$ cat src/rtl/gas_pkg.sv
// ----------------------------------------------------------------------------
// gas_pkg
// Shared types, constants and helper functions of the grid A* search unit.
// ----------------------------------------------------------------------------
package gas_pkg;

    localparam int MAX_ROWS  = 8;
    localparam int MAX_COLS  = 8;
    localparam int ROW_W     = $clog2(MAX_ROWS);
    localparam int COL_W     = $clog2(MAX_COLS);
    localparam int CELLS     = MAX_ROWS * MAX_COLS;
    localparam int ADDR_W    = ROW_W + COL_W;
    localparam int CNT_W     = ADDR_W + 1;
    localparam int DIM_W     = 4;
    localparam int ROW_LIMIT = (MAX_ROWS < 8) ? MAX_ROWS : 8;
    localparam int COL_LIMIT = (MAX_COLS < 8) ? MAX_COLS : 8;
    localparam int G_W       = CNT_W;
    localparam int H_W       = ROW_W + 1;
    localparam int F_W       = G_W + 1;

    localparam logic [2:0] CS_EMPTY    = 3'd0;
    localparam logic [2:0] CS_OBSTACLE = 3'd1;
    localparam logic [2:0] CS_CLOSED   = 3'd2;
    localparam logic [2:0] CS_PATH     = 3'd3;
    localparam logic [2:0] CS_START    = 3'd4;
    localparam logic [2:0] CS_FINISH   = 3'd5;

    localparam logic [2:0] REG_ROWS_USED = 3'd0;
    localparam logic [2:0] REG_COLS_USED = 3'd1;
    localparam logic [2:0] REG_START_ROW = 3'd2;
    localparam logic [2:0] REG_START_COL = 3'd3;
    localparam logic [2:0] REG_GOAL_ROW  = 3'd4;
    localparam logic [2:0] REG_GOAL_COL  = 3'd5;

    localparam logic [1:0] DIR_UP    = 2'd0;
    localparam logic [1:0] DIR_LEFT  = 2'd1;
    localparam logic [1:0] DIR_DOWN  = 2'd2;
    localparam logic [1:0] DIR_RIGHT = 2'd3;

    typedef struct packed {
        logic [ROW_W-1:0] row;
        logic [COL_W-1:0] col;
        logic [G_W-1:0]   g;
        logic [H_W-1:0]   h;
    } node_t;

    typedef enum logic [3:0] {
        OP_NONE,
        OP_COPY,
        OP_START,
        OP_SCAN_RD,
        OP_SCAN_CMP,
        OP_POP,
        OP_NB_RD,
        OP_NB_NEXT,
        OP_NB_CHK,
        OP_MARK_S,
        OP_MARK_F,
        OP_OUT_RD,
        OP_OUT_LD,
        OP_NOTFOUND,
        OP_OUT_ADV
    } dp_op_t;

    typedef enum logic [3:0] {
        S_IDLE,
        S_COPY,
        S_START,
        S_SCAN_RD,
        S_SCAN_CMP,
        S_DECIDE,
        S_POP,
        S_NB,
        S_NB_CHK,
        S_MARK_S,
        S_MARK_F,
        S_OUT_RD,
        S_OUT_LD,
        S_SEND,
        S_NOTFOUND
    } state_t;

    typedef struct packed {
        logic   in_ready;
        logic   out_valid;
        dp_op_t op;
    } cmd_t;

    typedef struct packed {
        logic start_req;
        logic copy_last;
        logic range_bad;
        logic scan_last;
        logic have_best;
        logic is_goal;
        logic nb_ok;
        logic nb_last;
        logic out_last;
    } status_t;

    function automatic logic [ADDR_W-1:0] cell_addr(input logic [ROW_W-1:0] row,
                                                   input logic [COL_W-1:0] col);
        return {row, col};
    endfunction

    function automatic logic [H_W-1:0] manhattan(input logic [ROW_W-1:0] r,
                                                  input logic [COL_W-1:0] c,
                                                  input logic [ROW_W-1:0] gr,
                                                  input logic [COL_W-1:0] gc);
        logic [ROW_W-1:0] dr;
        logic [COL_W-1:0] dc;
        dr = (r > gr) ? (r - gr) : (gr - r);
        dc = (c > gc) ? (c - gc) : (gc - c);
        return H_W'(dr) + H_W'(dc);
    endfunction

endpackage

$ cat src/rtl/gas_ctrl.sv
// ----------------------------------------------------------------------------
// gas_ctrl
// Controller state machine that sequences map copy, search and result output.
// ----------------------------------------------------------------------------
module gas_ctrl
(
    input  logic             clk,
    input  logic             rst_n,
    input  gas_pkg::status_t status,
    input  logic             m_tready,
    output gas_pkg::cmd_t    cmd
);
    import gas_pkg::*;

    state_t state_reg;
    state_t state_next;

    always_ff @(posedge clk or negedge rst_n)
    begin
        if (!rst_n)
        begin
            state_reg <= S_IDLE;
        end
        else
        begin
            state_reg <= state_next;
        end
    end

    always_comb
    begin
        state_next = state_reg;
        case (state_reg)
            S_IDLE:
            begin
                if (status.start_req)
                begin
                    state_next = S_COPY;
                end
            end
            S_COPY:
            begin
                if (status.copy_last)
                begin
                    state_next = S_START;
                end
            end
            S_START:
            begin
                state_next = status.range_bad ? S_NOTFOUND : S_SCAN_RD;
            end
            S_SCAN_RD:
            begin
                state_next = S_SCAN_CMP;
            end
            S_SCAN_CMP:
            begin
                state_next = status.scan_last ? S_DECIDE : S_SCAN_RD;
            end
            S_DECIDE:
            begin
                state_next = status.have_best ? S_POP : S_NOTFOUND;
            end
            S_POP:
            begin
                state_next = status.is_goal ? S_MARK_S : S_NB;
            end
            S_NB:
            begin
                if (status.nb_ok)
                begin
                    state_next = S_NB_CHK;
                end
                else if (status.nb_last)
                begin
                    state_next = S_SCAN_RD;
                end
            end
            S_NB_CHK:
            begin
                state_next = status.nb_last ? S_SCAN_RD : S_NB;
            end
            S_MARK_S:
            begin
                state_next = S_MARK_F;
            end
            S_MARK_F:
            begin
                state_next = S_OUT_RD;
            end
            S_OUT_RD:
            begin
                state_next = S_OUT_LD;
            end
            S_OUT_LD:
            begin
                state_next = S_SEND;
            end
            S_NOTFOUND:
            begin
                state_next = S_SEND;
            end
            S_SEND:
            begin
                if (m_tready)
                begin
                    state_next = status.out_last ? S_IDLE : S_OUT_RD;
                end
            end
            default:
            begin
                state_next = S_IDLE;
            end
        endcase
    end

    always_comb
    begin
        cmd.in_ready  = 1'b0;
        cmd.out_valid = 1'b0;
        cmd.op        = OP_NONE;
        case (state_reg)
            S_IDLE:     cmd.in_ready = 1'b1;
            S_COPY:     cmd.op = OP_COPY;
            S_START:    cmd.op = status.range_bad ? OP_NONE : OP_START;
            S_SCAN_RD:  cmd.op = OP_SCAN_RD;
            S_SCAN_CMP: cmd.op = OP_SCAN_CMP;
            S_POP:      cmd.op = OP_POP;
            S_NB:       cmd.op = status.nb_ok ? OP_NB_RD : OP_NB_NEXT;
            S_NB_CHK:   cmd.op = OP_NB_CHK;
            S_MARK_S:   cmd.op = OP_MARK_S;
            S_MARK_F:   cmd.op = OP_MARK_F;
            S_OUT_RD:   cmd.op = OP_OUT_RD;
            S_OUT_LD:   cmd.op = OP_OUT_LD;
            S_NOTFOUND: cmd.op = OP_NOTFOUND;
            S_SEND:
            begin
                cmd.out_valid = 1'b1;
                cmd.op        = m_tready ? OP_OUT_ADV : OP_NONE;
            end
            default:    cmd.op = OP_NONE;
        endcase
    end

endmodule

$ cat src/rtl/gas_dp.sv
// ----------------------------------------------------------------------------
// gas_dp
// Datapath: configuration, obstacle map, work grid and open list memories,
// best-node scan, neighbor expansion and the output register.
// ----------------------------------------------------------------------------
module gas_dp
(
    input  logic                          clk,
    input  logic                          rst_n,
    input  gas_pkg::cmd_t                 cmd,
    output gas_pkg::status_t              status,
    input  logic                          cfg_valid,
    input  logic [2:0]                    cfg_index,
    input  logic [gas_pkg::DIM_W-1:0]     cfg_data,
    input  logic                          s_tvalid,
    input  logic [7:0]                    s_tdata,
    input  logic                          s_tlast,
    output logic [15:0]                   m_tdata,
    output logic                          m_tuser,
    output logic                          m_tlast
);
    import gas_pkg::*;

    logic [DIM_W-1:0] rows_cfg_reg;
    logic [DIM_W-1:0] cols_cfg_reg;
    logic [ROW_W-1:0] start_row_reg;
    logic [COL_W-1:0] start_col_reg;
    logic [ROW_W-1:0] goal_row_reg;
    logic [COL_W-1:0] goal_col_reg;
    logic [DIM_W-1:0] rows_eff;
    logic [DIM_W-1:0] cols_eff;

    logic [CELLS-1:0] obst_reg;
    logic [CELLS-1:0] removed_reg;
    logic [CNT_W-1:0] push_cnt_reg;
    logic [CNT_W-1:0] idx_reg;
    logic             have_reg;
    logic [1:0]       nb_reg;
    logic [ROW_W-1:0] orow_reg;
    logic [COL_W-1:0] ocol_reg;

    logic [2:0]        grid_mem [CELLS];
    node_t             open_mem [CELLS];
    logic [2:0]        grid_rd_reg;
    node_t             open_rd_reg;
    node_t             cur_reg;
    logic [ADDR_W-1:0] best_reg;
    logic [F_W-1:0]    bf_reg;

    logic [2:0] out_state_reg;
    logic [ROW_W-1:0] out_row_reg;
    logic [COL_W-1:0] out_col_reg;
    logic       out_found_reg;
    logic       out_last_reg;

    logic [ROW_W-1:0]  in_row;
    logic [COL_W-1:0]  in_col;
    logic              in_blocked;
    logic              in_accept;
    logic [ROW_W-1:0]  nrow;
    logic [COL_W-1:0]  ncol;
    logic              nb_ok;
    logic [ADDR_W-1:0] naddr;
    logic [F_W-1:0]    rd_f;
    logic              take;

    logic              grid_we;
    logic [ADDR_W-1:0] grid_wa;
    logic [2:0]        grid_wd;
    logic [ADDR_W-1:0] grid_ra;
    logic              open_we;
    logic [ADDR_W-1:0] open_wa;
    node_t             open_wd;

    assign in_row     = s_tdata[ROW_W-1:0];
    assign in_col     = s_tdata[ROW_W+COL_W-1:ROW_W];
    assign in_blocked = s_tdata[ROW_W+COL_W];
    assign in_accept  = s_tvalid && cmd.in_ready;

    always_comb
    begin
        if (rows_cfg_reg == '0)
            rows_eff = DIM_W'(1);
        else if (rows_cfg_reg > DIM_W'(ROW_LIMIT))
            rows_eff = DIM_W'(ROW_LIMIT);
        else
            rows_eff = rows_cfg_reg;
        if (cols_cfg_reg == '0)
            cols_eff = DIM_W'(1);
        else if (cols_cfg_reg > DIM_W'(COL_LIMIT))
            cols_eff = DIM_W'(COL_LIMIT);
        else
            cols_eff = cols_cfg_reg;
    end

    always_comb
    begin
        nrow = cur_reg.row;
        ncol = cur_reg.col;
        nb_ok = 1'b0;
        case (nb_reg)
            DIR_UP:
            begin
                nrow = cur_reg.row - ROW_W'(1);
                nb_ok = (cur_reg.row != '0);
            end
            DIR_LEFT:
            begin
                ncol = cur_reg.col - COL_W'(1);
                nb_ok = (cur_reg.col != '0);
            end
            DIR_DOWN:
            begin
                nrow = cur_reg.row + ROW_W'(1);
                nb_ok = ((DIM_W'(cur_reg.row) + DIM_W'(1)) < rows_eff);
            end
            DIR_RIGHT:
            begin
                ncol = cur_reg.col + COL_W'(1);
                nb_ok = ((DIM_W'(cur_reg.col) + DIM_W'(1)) < cols_eff);
            end
            default:
            begin
                nb_ok = 1'b0;
            end
        endcase
    end

    assign naddr = cell_addr(nrow, ncol);
    assign rd_f  = F_W'(open_rd_reg.g) + F_W'(open_rd_reg.h);
    assign take  = !removed_reg[idx_reg[ADDR_W-1:0]] && (!have_reg || (rd_f <= bf_reg));

    assign status.nb_ok     = nb_ok;
    assign status.start_req = s_tvalid && s_tlast;
    assign status.copy_last = (idx_reg[ADDR_W-1:0] == ADDR_W'(CELLS - 1));
    assign status.range_bad = (DIM_W'(start_row_reg) >= rows_eff)
                           || (DIM_W'(start_col_reg) >= cols_eff)
                           || (DIM_W'(goal_row_reg) >= rows_eff)
                           || (DIM_W'(goal_col_reg) >= cols_eff);
    assign status.scan_last = ((idx_reg + CNT_W'(1)) == push_cnt_reg);
    assign status.have_best = have_reg;
    assign status.is_goal   = (cur_reg.row == goal_row_reg) && (cur_reg.col == goal_col_reg);
    assign status.nb_last   = (nb_reg == DIR_RIGHT);
    assign status.out_last  = out_last_reg;

    always_comb
    begin
        grid_we = 1'b0;
        grid_wa = '0;
        grid_wd = CS_EMPTY;
        open_we = 1'b0;
        open_wa = '0;
        open_wd = '0;
        case (cmd.op)
            OP_COPY:
            begin
                grid_we = 1'b1;
                grid_wa = idx_reg[ADDR_W-1:0];
                grid_wd = obst_reg[idx_reg[ADDR_W-1:0]] ? CS_OBSTACLE : CS_EMPTY;
            end
            OP_START:
            begin
                grid_we   = 1'b1;
                grid_wa   = cell_addr(start_row_reg, start_col_reg);
                grid_wd   = CS_CLOSED;
                open_we   = 1'b1;
                open_wa   = '0;
                open_wd.row = start_row_reg;
                open_wd.col = start_col_reg;
                open_wd.g   = '0;
                open_wd.h   = manhattan(start_row_reg, start_col_reg,
                                        goal_row_reg, goal_col_reg);
            end
            OP_POP:
            begin
                grid_we = 1'b1;
                grid_wa = cell_addr(cur_reg.row, cur_reg.col);
                grid_wd = CS_PATH;
            end
            OP_NB_CHK:
            begin
                if (grid_rd_reg == CS_EMPTY)
                begin
                    grid_we     = 1'b1;
                    grid_wa     = naddr;
                    grid_wd     = CS_CLOSED;
                    open_we     = 1'b1;
                    open_wa     = push_cnt_reg[ADDR_W-1:0];
                    open_wd.row = nrow;
                    open_wd.col = ncol;
                    open_wd.g   = cur_reg.g + G_W'(1);
                    open_wd.h   = manhattan(nrow, ncol, goal_row_reg, goal_col_reg);
                end
            end
            OP_MARK_S:
            begin
                grid_we = 1'b1;
                grid_wa = cell_addr(start_row_reg, start_col_reg);
                grid_wd = CS_START;
            end
            OP_MARK_F:
            begin
                grid_we = 1'b1;
                grid_wa = cell_addr(goal_row_reg, goal_col_reg);
                grid_wd = CS_FINISH;
            end
            default:
            begin
                grid_we = 1'b0;
            end
        endcase
    end

    assign grid_ra = (cmd.op == OP_OUT_RD) ? cell_addr(orow_reg, ocol_reg) : naddr;

    always_ff @(posedge clk)
    begin
        if (grid_we)
        begin
            grid_mem[grid_wa] <= grid_wd;
        end
        if ((cmd.op == OP_NB_RD) || (cmd.op == OP_OUT_RD))
        begin
            grid_rd_reg <= grid_mem[grid_ra];
        end
    end

    always_ff @(posedge clk)
    begin
        if (open_we)
        begin
            open_mem[open_wa] <= open_wd;
        end
        if (cmd.op == OP_SCAN_RD)
        begin
            open_rd_reg <= open_mem[idx_reg[ADDR_W-1:0]];
        end
    end

    always_ff @(posedge clk or negedge rst_n)
    begin
        if (!rst_n)
        begin
            rows_cfg_reg  <= DIM_W'(8);
            cols_cfg_reg  <= DIM_W'(8);
            start_row_reg <= '0;
            start_col_reg <= '0;
            goal_row_reg  <= '0;
            goal_col_reg  <= '0;
            obst_reg      <= '0;
            removed_reg   <= '0;
            push_cnt_reg  <= '0;
            idx_reg       <= '0;
            have_reg      <= 1'b0;
            nb_reg        <= DIR_UP;
            orow_reg      <= '0;
            ocol_reg      <= '0;
        end
        else
        begin
            if (cfg_valid)
            begin
                case (cfg_index)
                    REG_ROWS_USED: rows_cfg_reg  <= cfg_data;
                    REG_COLS_USED: cols_cfg_reg  <= cfg_data;
                    REG_START_ROW: start_row_reg <= cfg_data[ROW_W-1:0];
                    REG_START_COL: start_col_reg <= cfg_data[COL_W-1:0];
                    REG_GOAL_ROW:  goal_row_reg  <= cfg_data[ROW_W-1:0];
                    REG_GOAL_COL:  goal_col_reg  <= cfg_data[COL_W-1:0];
                    default:       rows_cfg_reg  <= rows_cfg_reg;
                endcase
            end
            if (in_accept)
            begin
                if ((DIM_W'(in_row) < DIM_W'(MAX_ROWS)) && (DIM_W'(in_col) < DIM_W'(MAX_COLS)))
                begin
                    obst_reg[cell_addr(in_row, in_col)] <= in_blocked;
                end
                if (s_tlast)
                begin
                    idx_reg     <= '0;
                    removed_reg <= '0;
                end
            end
            case (cmd.op)
                OP_COPY:
                begin
                    idx_reg <= idx_reg + CNT_W'(1);
                end
                OP_START:
                begin
                    push_cnt_reg <= CNT_W'(1);
                    idx_reg      <= '0;
                    have_reg     <= 1'b0;
                end
                OP_SCAN_CMP:
                begin
                    if (take)
                    begin
                        have_reg <= 1'b1;
                    end
                    idx_reg <= idx_reg + CNT_W'(1);
                end
                OP_POP:
                begin
                    removed_reg[best_reg] <= 1'b1;
                    idx_reg  <= '0;
                    have_reg <= 1'b0;
                    nb_reg   <= DIR_UP;
                end
                OP_NB_NEXT:
                begin
                    nb_reg <= nb_reg + 2'd1;
                end
                OP_NB_CHK:
                begin
                    if (grid_rd_reg == CS_EMPTY)
                    begin
                        push_cnt_reg <= push_cnt_reg + CNT_W'(1);
                    end
                    nb_reg <= nb_reg + 2'd1;
                end
                OP_MARK_F:
                begin
                    orow_reg <= '0;
                    ocol_reg <= '0;
                end
                OP_OUT_ADV:
                begin
                    if ((DIM_W'(ocol_reg) + DIM_W'(1)) == cols_eff)
                    begin
                        ocol_reg <= '0;
                        orow_reg <= orow_reg + ROW_W'(1);
                    end
                    else
                    begin
                        ocol_reg <= ocol_reg + COL_W'(1);
                    end
                end
                default:
                begin
                    have_reg <= have_reg;
                end
            endcase
        end
    end

    always_ff @(posedge clk)
    begin
        case (cmd.op)
            OP_SCAN_CMP:
            begin
                if (take)
                begin
                    best_reg <= idx_reg[ADDR_W-1:0];
                    bf_reg   <= rd_f;
                    cur_reg  <= open_rd_reg;
                end
            end
            OP_OUT_LD:
            begin
                out_found_reg <= 1'b1;
                out_row_reg   <= orow_reg;
                out_col_reg   <= ocol_reg;
                out_state_reg <= grid_rd_reg;
                out_last_reg  <= ((DIM_W'(orow_reg) + DIM_W'(1)) == rows_eff)
                              && ((DIM_W'(ocol_reg) + DIM_W'(1)) == cols_eff);
            end
            OP_NOTFOUND:
            begin
                out_found_reg <= 1'b0;
                out_row_reg   <= '0;
                out_col_reg   <= '0;
                out_state_reg <= CS_EMPTY;
                out_last_reg  <= 1'b1;
            end
            default:
            begin
                out_found_reg <= out_found_reg;
            end
        endcase
    end

    assign m_tdata = {7'd0, out_state_reg, out_col_reg, out_row_reg};
    assign m_tuser = out_found_reg;
    assign m_tlast = out_last_reg;

endmodule

$ cat src/rtl/grid_astar_search_unit.sv
// ----------------------------------------------------------------------------
// grid_astar_search_unit
// A* path search on a four-connected grid of up to 8 x 8 cells.
// ----------------------------------------------------------------------------
// Map load transfers are taken one per cycle while the unit is idle and write
// one cell of the stored obstacle map. The transfer with tlast set also starts
// a search, and input stays stalled until every result has been transferred.
// A search first copies the map into the work grid, then for each popped node
// scans the open list over every entry pushed so far, reading and then
// comparing each one, and checks the four neighbors in turn. Each result cell
// is read from the grid, loaded into the output register and held until taken.
module grid_astar_search_unit
(
    input  logic        clk,
    input  logic        rst_n,
    input  logic        cfg_valid,
    output logic        cfg_ready,
    input  logic [2:0]  cfg_index,
    input  logic [3:0]  cfg_data,
    input  logic        s_tvalid,
    output logic        s_tready,
    input  logic [7:0]  s_tdata,   // cell_row[2:0], cell_col[5:3], blocked[6], zero[7]
    input  logic        s_tlast,
    output logic        m_tvalid,
    input  logic        m_tready,
    output logic [15:0] m_tdata,   // out_row[2:0], out_col[5:3], cell_state[8:6], zero
    output logic        m_tuser,   // found[0]
    output logic        m_tlast
);
    import gas_pkg::*;

    cmd_t    cmd;
    status_t status;

    gas_ctrl u_ctrl
    (
        .clk      (clk),
        .rst_n    (rst_n),
        .status   (status),
        .m_tready (m_tready),
        .cmd      (cmd)
    );

    gas_dp u_dp
    (
        .clk       (clk),
        .rst_n     (rst_n),
        .cmd       (cmd),
        .status    (status),
        .cfg_valid (cfg_valid),
        .cfg_index (cfg_index),
        .cfg_data  (cfg_data),
        .s_tvalid  (s_tvalid),
        .s_tdata   (s_tdata),
        .s_tlast   (s_tlast),
        .m_tdata   (m_tdata),
        .m_tuser   (m_tuser),
        .m_tlast   (m_tlast)
    );

    assign cfg_ready = 1'b1;
    assign s_tready  = cmd.in_ready;
    assign m_tvalid  = cmd.out_valid;

endmodule

$ cat config.mk
export PLATFORM = sky130hd
export DESIGN_NAME = grid_astar_search_unit
export DESIGN_NICKNAME = d
export VERILOG_FILES = /design/src/rtl/gas_pkg.sv /design/src/rtl/gas_ctrl.sv /design/src/rtl/gas_dp.sv /design/src/rtl/grid_astar_search_unit.sv
export SDC_FILE = /design/constraint.sdc
export NUM_CORES = 2
export LEC_CHECK = 0
export ABC_AREA = 1
export BUFFER_PORTS_ARGS = -buffer_cell sky130_fd_sc_hd__buf_4
export CAP_MARGIN = 20
export CELL_PAD_IN_SITES_DETAIL_PLACEMENT = 1
export CELL_PAD_IN_SITES_GLOBAL_PLACEMENT = 2
export CORE_MARGIN = 4
export CORE_UTILIZATION = 47
export DETAILED_ROUTE_END_ITERATION = 16
export PLACE_DENSITY_LB_ADDON = 0.3
export SYNTH_ARGS = -nofsm -noshare
export SYNTH_HDL_FRONTEND = slang
export SYNTH_HIERARCHICAL = 1
export SYNTH_SLANG_ARGS = --single-unit
$ cat constraint.sdc
create_clock -name clk -period 11.9 [get_ports clk]
set_input_delay 1.19 -clock clk [delete_from_list [all_inputs] [get_ports clk]]
set_output_delay 1.19 -clock clk [all_outputs]
set_load 0.01 [all_outputs]
# ---- Yosys cells after proc, flatten, opt, wreduce, memory -nomap -nowiden
# Memories as Yosys holds them, arrays and structs flattened. A register that Yosys moved wholly into a read port is not among the register bits.
# Index checks and enable logic that the tools add are counted.
# W data, S select, Z words.
dict set report totals {
  regBits 213
  ram_bits 1280
  input_bits 21
  out_inout_bits 21
  elab_cells 242
  mem_count 2
}
dict set report op_classes {
  n_addsub 25
  order_cmp 18
  eq_ne 49
  muxes 75
  bitwise 1
  reduce_logical 47
}
# memory words width rd rd_clocked_by_memory_dff write_ports line
set memory_table {}
lappend memory_table {u_dp.open_mem 64 17 1 1 1 gas_dp.sv:43} ;# node_t open_mem [CELLS];
lappend memory_table {u_dp.grid_mem 64 3 1 1 1 gas_dp.sv:42} ;# logic [2:0] grid_mem [CELLS];
# op count
set op_table {}
lappend op_table {{$mux W64} 3}
lappend op_table {{$bwmux W64} 1}
lappend op_table {{$or A64 B64 Y64} 1}
lappend op_table {{$eq A4 B4 Y1 const B} 14}
lappend op_table {{$mux W4} 14}
lappend op_table {{$pmux W4 S14} 1}
lappend op_table {{$pmux W4 S13} 1}
lappend op_table {{$pmux W3 S2} 7}
lappend op_table {{$pmux W17 S2} 1}
lappend op_table {{$eq A4 B3 Y1 const B} 8}
lappend op_table {{$pmux W6 S5} 1}
lappend op_table {{$pmux W7 S2} 2}
lappend op_table {{$mux W3} 8}
lappend op_table {{$mux W6} 4}
lappend op_table {{$sub A3 B3 Y3} 8}
lappend op_table {{$reduce_and A2 Y1} 11}
lappend op_table {{$add A7 B1 Y7 const B} 3}
lappend op_table {{$lt A6 B7 Y1 const B} 3}
lappend op_table {{$mux W7} 3}
lappend op_table {{$pmux W3 S6} 1}
lappend op_table {{$mux W17} 1}
lappend op_table {{$add A3 B1 Y4 const B} 4}
lappend op_table {{$eq A4 B2 Y1 const B} 4}
lappend op_table {{$ge A3 B4 Y1} 4}
lappend op_table {{other kinds (41)} 107}

# ---- Logic depth before layout (Yosys ltp)
dict set report depth {
  ltp_word 14
  depth_mapped 28
  ltp_nobuf 25
}

# ---- Cells and area by module
# Netlist, hierarchy kept.
# module n_inst cells_each area_per_inst_um2 seq_area_each_um2
set by_module_without_submodules {}
lappend by_module_without_submodules {gas_dp 1 5483 63876.3 44460.1}
lappend by_module_without_submodules {gas_ctrl 1 99 593.1 100.1}
lappend by_module_without_submodules {grid_astar_search_unit 1 2 11.3 0.0}

# ---- Worst setup path after synthesis
# OpenSTA, ideal clock, no wires.
dict set report synth_timing {
  kind {register to register}
  startpoint {reg u_dp.nb_reg[0]}
  endpoint {mem u_dp/open_mem[0][3] in the netlist's numbering, data pin}
  setup_time_ns 0.702
  arrival_time_ns 5.503
  required_time_ns 11.198
  path_slack_ns 5.696
  path_stages_with_launch 17
  n_path_buf 0
  period_less_slack_ns 6.204
  cell_sequence {dfrtp_1 -> inv_1 -> ha_1 -> fa_1 -> a21oi_1 -> o21ai_0 -> xor2_1 -> ha_1 -> a21oi_1 -> o21ai_0 -> nand2_1 -> mux2i_1 -> xnor2_1 -> inv_1 -> ha_1 -> a21oi_1 -> o21ai_0}
}
# element line
set synth_rtl {}
lappend synth_rtl {{start, declared} gas_dp.sv:38} ;# logic [1:0] nb_reg;
lappend synth_rtl {{start signal, assigned} gas_dp.sv:313} ;# nb_reg <= nb_reg + 2'd1;
lappend synth_rtl {{start signal, assigned} gas_dp.sv:321} ;# nb_reg <= nb_reg + 2'd1;
lappend synth_rtl {{end, declared} gas_dp.sv:43}

==> summary.txt <==
Layout
  – Nets: 5,684
  – Layout cells sized above 1: 0.09054
  – Area Growth Syn to Fin: 11.90%
  – Number of flip-flops under the largest register name: 1,088
  – Fillers: 14,020
  – Most flop-heavy register: u_dp/open_mem
  – Largest registers: u_dp/open_mem x1088, u_dp/grid_mem x192
  – Post-Route Utilization: 0.5313
  – Antenna cell count: 0

Global routing
  – Tot GR Track Use: 0.2713
  – First-pass GRT wire length: 289,400 µm
  – Number of global-route vias before repair: 45,840
  – Largest net degree at the start of global routing: 175
  – Overflow after GRT: 0
  – Initial antenna violation count: 6

Detailed routing
  – Routed Antenna Nets: 0
  – Final wirelength: 195,300 µm
  – Vias post-DR: 44,810
  – DRC violations left: 0
  – First-iteration detailed-routing DRC count: 3,991
  – Drt via density: 5.982
  – Drt pass-1 iters: 5
  – DR WL/cell: 26.07 µm

Pwr
  – Peak VDD IR: 0.1481 mV
  – P_leak: 25.68 nW
  – P per Cell Area: 241.2 nW/µm²

Timing
  – RSZ-0062 raised after global routing: false
  – Sum Neg Setup Slack: 0 ns
  – Clk_skew: 0.03563 ns
  – Tightest Pin Transition: 1.116 ns
  – Setup violators final: 0
  – Tmin final: 6.338 ns
  – Slew margin rel.: 0.2532
  – Worst hold slack: 0.3693 ns
  – Final Hold Violating Endpoints: 0
  – Period utilization: 0.5326
  – F_max: 157.8 MHz
  – Fin. max-slew vios: 0

Clocking
  – H-tree Lvls: 4
  – Post_cts resized: 0
  – CTS buffer count: 162
  – Clock buffer depth: 3
  – Post-CTS setup buffer count: 0
  – CTS Sinks: 1,513
  – Skew-Pair Late Insertion Delay: 0.81 ns
  – Post-CTS Hold Buffers: 0
  – Root Buffer: clkbuf_16
  – CTS tree: yes
  – Clock transition at the registers of the reported paths: 0.06 ns

Placed design
  – DP HPWL: 111,700 µm
  – Port bufs: 32
  – Gp weighted congestion: 0.8214

Setup path
  – Worst R2R Setup Slack: 5.56 ns
  – Crit-path cells: inv_1, nand2_1, inv_1, ha_1, o21ai_0, nand2_1, a2111oi_0, o22ai_1, inv_1, nand2_1, o2111ai_1, nand2_2, nor2_4, inv_2, nand2_4, nand3_1, nor2_2
  – Worst R2R Path Depth: 17
  – CP Launch Type: register
  – Reg2reg start: u_dp/rows_cfg_reg[3]
  – CP Max Fanout: 17
  – Critical R2R Capture: u_dp/open_mem[17][5]
  – Worst path max stage delay: 1.10 ns
  – CP endpoint kind: register
  – Required @ worst endpoint: 12.30 ns
  – Crit path DAT: 6.74 ns
  – CP max stage cell: nor2_2
  – Path type of the worst setup path: reg -> reg
  – Worst Setup SP: u_dp/rows_cfg_reg[3]

Logic synthesis
  – Yosys reg bits: 1,513
  – Ys async rst share: 0.1157
  – Post-synth EDFFs: 1,338
  – Top cell type by total area after synthesis: edfxtp_1
  – Seq/Total Area, Yosys: 0.6911
  – Yosys warning count: 6
  – Synth top area cells: edfxtp_1 62%, dfrtp_1 6.7%, o21ai_0 5.4%, nor2_1 4.8%, nand2_1 3.4%
  – Main flop type after synthesis: edfxtp_1
  – Commonest cells in the netlist: 1,338 x edfxtp_1, 819 x nor2_1, 698 x o21ai_0
  – Count leader, synth: edfxtp_1
  – Proportion of synthesized area in mux cells: 0.0009314
  – Netlist cell types: 56
  – Mean Syn Cell Area: 11.55 µm²
  – Post-Synth Adder-Cell Area: 0.01762
  – Largest family of logic cells by synthesized area: simple AND/OR/NAND/NOR gates
  – Synth Cell Area: 64,480 µm²
  – Synth Area in XOR/XNOR: 0.004347
  – Syn Inst Count: 5,584
  – Synth top area share: 0.6231
  – Synth Area in Compound Gates: 0.1135
  – Simple-Gate Fraction of Synth Area: 0.1262

Floorplan
  – Die W: 378.4 µm
  – Die area: 143,200 µm²
  – Initial core utilization: 0.4748
  – Die height: 378.4 µm
  – Core area: 135,800 µm²
  – Num rows: 135
  – I/O pins: 42

Flow run
  – Maxcap violations: 0

Min path
  – Min-Delay Path Class: in -> async

Status
  – Status: finished, final reports clean
-- critical path, delay by kind of cell (launching register included) --
kind / cells / cell delay (ns)
buffers and inverters: 4 / 0.63
adder cells (fa/ha/maj): 1 / 0.28
AND/OR/NAND/NOR: 8 / 2.93
flip-flops: 1 / 0.58
AO/OA/AOI/OAI: 4 / 1.52
-- metal layers --
layer | vias to the layer above | wire length, µm | global-route usage | part of all wire
met5 | - | 18 | 0 | 0.000092
met4 | 2 | 7067 | 0.09871 | 0.036
met3 | 342 | 12300 | 0.04580 | 0.063
met2 | 1355 | 93500 | 0.4453 | 0.48
met1 | 23100 | 82440 | 0.3663 | 0.42
li1 | 20020 | - | - | -
-- kinds of logic after synthesis --
kind of cell,Yosys count
compound gates,1273
other cells,2
fa+ha+maj,83
xor+xnor,32
simple gates,1927
buf+inv,748
flops,1513
mux,6
-- power by group --
| group | switching, mW | internal [mW] | total, mW |
|---|---|---|---|
| Combinational | 4.36 | 1.50 | 5.86 |
| Sequential | 0.220 | 6.40 | 6.62 |
| Clock | 2.11 | 2.82 | 4.92 |
| Total | 6.69 | 10.7 | 17.4 |
-- stage by stage --
step	std cells	total power [mW]	setup WS, ns	cell area (µm²)
after floorplan	5590	10.31	5.696	64500
after CTS	7481	17.46	5.468	71980
final	7491	17.40	5.562	72150
after detailed placement	7187	12.49	5.518	66840
after global placement	7183	12.31	5.608	66780
after global routing	7491	18.30	5.185	72150
-- worst max path at each step --
stage / end / cells past startpoint
final: u_dp/open_mem[17][5] / 17
after detailed placement: u_dp/open_mem[19][4] / 17
after global placement: u_dp/open_mem[16][4] / 17
after floorplan: u_dp/open_mem[0][3] / 16
after global routing: u_dp/open_mem[20][3] / 17
after CTS: u_dp/open_mem[19][6] / 17
-- area by class of cell --
cell class	count	area, µm²	area share
sequential	1513	44570	0.6178
multi-input combinational	3329	17270	0.2394
clock buffer	210	4285	0.05939
tap	1781	2228	0.03088
inverter	416	1580	0.02190
timing repair buffer	158	1354	0.01876
clock inverter	84	860.8	0.01193
-- placed cells by master, fill, tap and decap left out, types with 117 or more instances in the layout --
cell	n
dfrtp_1	169
buf_4	141
a21oi_1	117
edfxtp_1	1338
inv_1	396
nor2_1	774
o21ai_0	692
nand2_1	588
nand3_1	362
o22ai_1	220
clkbuf_16	163
(Power assumes the default switching activity.)
